$ cat src/sv/twdd_pkg.sv
// ----------------------------------------------------------------------------
// twdd_pkg
// Shared types, constants and codes for the time window dedup table.
// ----------------------------------------------------------------------------
package twdd_pkg;

  localparam int CAPACITY   = 1024;
  localparam int ADDR_W     = (CAPACITY > 1) ? $clog2(CAPACITY) : 1;
  localparam int CNT_W      = $clog2(CAPACITY + 1);
  localparam int ENTRY_W    = 11;
  localparam int DATA_W     = 64;
  localparam int CFG_ADDR_W = 4;

  localparam logic [DATA_W-1:0] WINDOW_RESET = 64'd5000000000;

  localparam logic OP_CHECK = 1'b0;
  localparam logic OP_CLEAR = 1'b1;

  localparam logic REG_WINDOW = 1'b0;

  typedef struct packed {
    logic              operation;
    logic [DATA_W-1:0] fingerprint_key;
    logic [DATA_W-1:0] now_time;
  } in_item_t;

  typedef struct packed {
    logic               is_duplicate;
    logic [DATA_W-1:0]  check_count;
    logic [DATA_W-1:0]  duplicate_count;
    logic [ENTRY_W-1:0] entry_count;
  } out_item_t;

  typedef struct packed {
    logic [DATA_W-1:0] key;
    logic [DATA_W-1:0] stamp;
  } entry_t;

  typedef enum logic [2:0] {
    ST_IDLE,
    ST_DECIDE,
    ST_SCAN,
    ST_DRAIN,
    ST_UPDATE
  } state_t;

  typedef struct packed {
    logic latch;
    logic scan_en;
    logic commit;
    logic clear_stats;
  } twdd_cmd_t;

  typedef struct packed {
    logic op_clear;
    logic empty;
    logic scan_last;
    logic pipe_busy;
  } twdd_sts_t;

endpackage

$ cat src/sv/twdd_ctrl.sv
// ----------------------------------------------------------------------------
// twdd_ctrl
// Sequencer: accepts an item, scans the ring and commits; a clear skips both.
// ----------------------------------------------------------------------------
module twdd_ctrl (
  input  logic               clk,
  input  logic               rst_n,
  input  logic               start,
  input  twdd_pkg::twdd_sts_t sts,
  output twdd_pkg::twdd_cmd_t cmd,
  output logic               busy
);
  import twdd_pkg::*;

  state_t state_r;
  state_t state_nxt;

  always_ff @(posedge clk) begin
    if (!rst_n) begin
      state_r <= ST_IDLE;
    end else begin
      state_r <= state_nxt;
    end
  end

  always_comb begin
    state_nxt = state_r;
    cmd       = '0;
    busy      = 1'b1;
    unique case (state_r)
      ST_IDLE: begin
        busy = 1'b0;
        if (start) begin
          cmd.latch = 1'b1;
          state_nxt = ST_DECIDE;
        end
      end
      ST_DECIDE: begin
        priority if (sts.op_clear) begin
          cmd.clear_stats = 1'b1;
          state_nxt       = ST_IDLE;
        end else if (sts.empty) begin
          state_nxt = ST_UPDATE;
        end else begin
          state_nxt = ST_SCAN;
        end
      end
      ST_SCAN: begin
        cmd.scan_en = 1'b1;
        if (sts.scan_last) begin
          state_nxt = ST_DRAIN;
        end
      end
      ST_DRAIN: begin
        if (!sts.pipe_busy) begin
          state_nxt = ST_UPDATE;
        end
      end
      ST_UPDATE: begin
        cmd.commit = 1'b1;
        state_nxt  = ST_IDLE;
      end
      default: begin
        state_nxt = ST_IDLE;
      end
    endcase
  end

endmodule

$ cat config.mk
export PLATFORM = sky130hd
export DESIGN_NAME = twdd_ctrl
export DESIGN_NICKNAME = d
export VERILOG_FILES = /design/src/sv/twdd_pkg.sv /design/src/sv/twdd_ctrl.sv
export SDC_FILE = /design/constraint.sdc
export NUM_CORES = 1
export LEC_CHECK = 0
export BUFFER_PORTS_ARGS = -buffer_cell sky130_fd_sc_hd__buf_2
export CORE_AREA = 2 2 39 41
export CTS_CLUSTER_SIZE = 10
export DETAILED_ROUTE_END_ITERATION = 6
export DIE_AREA = 0 0 41 43
export PLACE_DENSITY = 0.34
export SYNTH_ARGS = -nofsm -noshare
export SYNTH_HDL_FRONTEND = slang
export SYNTH_SLANG_ARGS = --single-unit
$ cat constraint.sdc
create_clock -name clk -period 1.3 [get_ports clk]
set_input_delay 0.065 -clock clk [delete_from_list [all_inputs] [get_ports clk]]
set_output_delay 0.065 -clock clk [all_outputs]
set_load 0.01 [all_outputs]
* Word level (Yosys, flattened, before mapping)
Cells that the tools add are included.
** Storage, ports and cells
- Bits in registers :: 3
- Input port bits :: 7
** Cells by class
- Equality and inequality tests :: 7
- Multiplexer cells :: 13
- Reductions and logical operators :: 2
** Operators by type and width (count)
- 3-bit two-way mux :: 5
- 3-bit case mux with 4 select lines :: 1
- 1-bit two-way mux :: 7
- 3-bit by 2-bit equality test with 1-bit output, second input constant :: 2
- 2-bit != test, second input constant :: 3
- 3-bit by 1-bit equality test with 1-bit output, second input constant :: 1
- 3-bit equality test, second input constant :: 1
- 3-bit logical NOT :: 1
- 3-bit AND reduction :: 1

* Depth between registers and ports, before layout
- Depth in word-level cells :: 3
- Gate-level depth with buffers :: 4
- Mapped depth without buffers :: 3

* Worst setup path after synthesis
OpenSTA, ideal clock, no wires.
- Path kind :: reg-to-output
- Start point :: register state_r[1]
- End point :: output port cmd[3] in the netlist's numbering
- Data arrival time :: 1071 ps
- Path slack :: 164 ps
- Stages on the path, launching flop included :: 4
- Path through :: dfxtp_1 -> buf_2 -> or3_2 -> nor2_1
** RTL lines
- start: declaration :: line twdd_ctrl.sv:15 : state_t state_r;
- start signal: assignment :: line twdd_ctrl.sv:22 : state_r <= state_nxt;
- end: declaration :: line twdd_ctrl.sv:10 : output twdd_pkg::twdd_cmd_t cmd,

==> results by group <==
Timing
  – Slew @ Worst Pin: 0.212 ns
  – Final Hold Viols: 0
  – Max_slew headroom: 85.7%
  – Fin crit share: 94.7%
  – # setup viols final: 0
  – Peak Freq: 0.812 GHz
  – Final worst path period need: 1.23 ns
  – RSZ-0062 raised after global routing: false
  – Setup TNS Final: 0 ns
  – Setup ws final: 0.0684 ns
  – Fin. max-slew vios: 0
  – Layout Skew: 0.00555 ns

Route
  – Vias/cell: 3.96
  – DRT iter0 DRCs: 3
  – Initial DRT Pass Iterations: 2
  – Drt total wl: 479 um
  – Via count: 210
  – Residual DRC: 0
  – Routed Antenna Nets: 0
  – Drt wl/cell: 9.04 um

Cells and area
  – P&R area growth vs syn: 57.7%
  – Top reg by flops: state_r
  – Share of layout cells above drive strength 1: 51.4%
  – Post-route non-filler standard cell count: 53
  – ANT cells: 0
  – Nets: 45
  – Largest registers: state_r (3)
  – Largest register FFs: 3

Place
  – Gp weighted congestion: 0.630
  – Setup WS pre-CTS: 0.129 ns
  – Cells after DPL: 49
  – Detailed Place HPWL: 385 um
  – Port Buffers: 11

Floorplan
  – Rows: 14
  – Number of I/O pins: 12
  – Die Span Y: 43 um
  – Initial core utilization: 12.8%
  – Chip Width: 41 um
  – Die area: 0.00176 mm^2
  – Core box area: 0.00138 mm^2

Synth
  – Post-synth top flop: dfxtp_1
  – EDFF count, synth: 0
  – Mapped Area: 178 um^2
  – Synth async-reset ratio: 0%
  – Yosys cell types: 16
  – Mapped Cells: 23
  – Sequential cell area fraction in the yosys report: 33.8%
  – #FFs+latches synth: 3
  – Synthesis Warnings: 0
  – Syn Nets: 30
  – Post-Syn Area per Cell: 7.72 um^2

Clocking
  – CTS root buffer: clkbuf_4
  – CTS Buf Count: 3
  – TritonCTS clock tree: done
  – CTS resizes: 3
  – Setup bufs post-CTS: 0
  – Clock Tree Buf Depth: 2
  – Clk pin slew, worst setup/hold paths: 0.04 ns
  – H-tree depth: 1
  – Clock Latency Late Sink: 0.23 ns
  – Cts hold-fix bufs: 0
  – Sink Count: 3

Critical path
  – Worst Setup Start Kind: flop
  – Worst-path fanout max: 5
  – Critical Path, Cell by Cell: or3_4, nor2_1, buf_2
  – CP Class: reg -> out
  – Slowest stage delay, CP: 0.38 ns
  – Slowest CP cell: or3_4
  – Worst Path Arrival: 1.17 ns
  – Worst EP required: 1.24 ns
  – Worst setup EP type: output pin

Global route
  – Largest net degree at the start of global routing: 11
  – Gr usage total: 7.43%
  – Number of global-route vias before repair: 216
  – Gr ovfl total: 0
  – Antenna violations before repair: 0
  – First-pass GRT wire length: 807 um

Run
  – Number of max-cap violations: 0

Power
  – Worst VDD drop: 0.269 mV
  – Pwr Density: 1130 mW/mm^2
  – Leakage power: 0.131 nW

Outcome
  – Status: completed

Min path
  – Hold Crit Class: in -> reg
## final cells by class
| cell class | instances | area (um^2) |
|---|---|---|
| Timing Repair Buffer | 11 | 55.1 |
| Inverter | 3 | 11.3 |
| Sequential cell | 3 | 62.6 |
| Clock buffer | 4 | 26.3 |
| Fill cell | 169 | 1100 |
| Multi-Input combinational cell | 16 | 105 |
| Tap cell | 16 | 20.0 |
## kinds of logic after synthesis
group                  synth area share [%]
muxes                                  6.34
buffers and inverters                  9.15
and+or+nand+nor                        39.4
AOI/OAI and AO/OA                      11.3
DFF                                    33.8
## worst max-delay path, delay by kind of cell (launching register included)
kind,cells,cell delay [ns]
AND/OR/NAND/NOR,2,0.46
flip-flops,1,0.33
buffers and inverters,1,0.13
## synthesized netlist by cell type, types with 2 or more instances
cell type	count	share of area [%]
a21oi_1	3	8.4
dfxtp_1	3	34
nor3b_1	3	13
inv_1	2	4.2
## cell usage in the layout, fill, tap and decap left out, types with 2 or more instances in the layout
master	count
a21oi_1	3
nor3b_1	3
clkbuf_4	3
dfxtp_2	2
buf_2	11
inv_1	2
## where the power goes
group | internal [mW] | switching (mW)
clock | 0.115 | 0.0511
sequential | 0.0970 | 0.00602
combinational | 0.0257 | 0.0219
total | 0.238 | 0.0790
## stage by stage
step | hold WS, ns | power (mW) | util, % | instance area, um^2
2_1_floorplan | 0.217 | 0.128 | - | 178
6_report | 0.108 | 0.317 | 20.3 | 280
3_3_place_gp | 0.366 | 0.149 | 17.9 | 248
5_1_grt | 0.139 | 0.338 | 20.3 | 280
3_5_place_dp | 0.355 | 0.150 | 17.9 | 248
4_1_cts | 0.102 | 0.325 | 20.3 | 280
## routing by layer
| layer | global-route usage (%) | routed length [um] | up-vias |
|---|---|---|---|
| met3 | 3.14 | 55 | 0 |
| li1 | - | - | 109 |
| met5 | 0 | 0 | - |
| met2 | 10.6 | 236 | 8 |
| met1 | 7.07 | 187 | 93 |
| met4 | 8.00 | 0 | 0 |
## final timing paths
| check | startpoint | to | slack, ns | depth (start not counted) |
|---|---|---|---|---|
| worst max-delay path | state_r[0]$_SDFFE_PN0P_ | cmd[3] | 0.07 | 3 |
| worst min-delay path | sts[2] | state_r[1]$_SDFFE_PN0P_ | 0.11 | 3 |
| worst max register to register | state_r[0]$_SDFFE_PN0P_ | state_r[1]$_SDFFE_PN0P_ | 0.17 | 3 |
| worst min register to register | state_r[0]$_SDFFE_PN0P_ | state_r[0]$_SDFFE_PN0P_ | 0.50 | 2 |
Note: power is estimated with default switching activity, not from simulation.
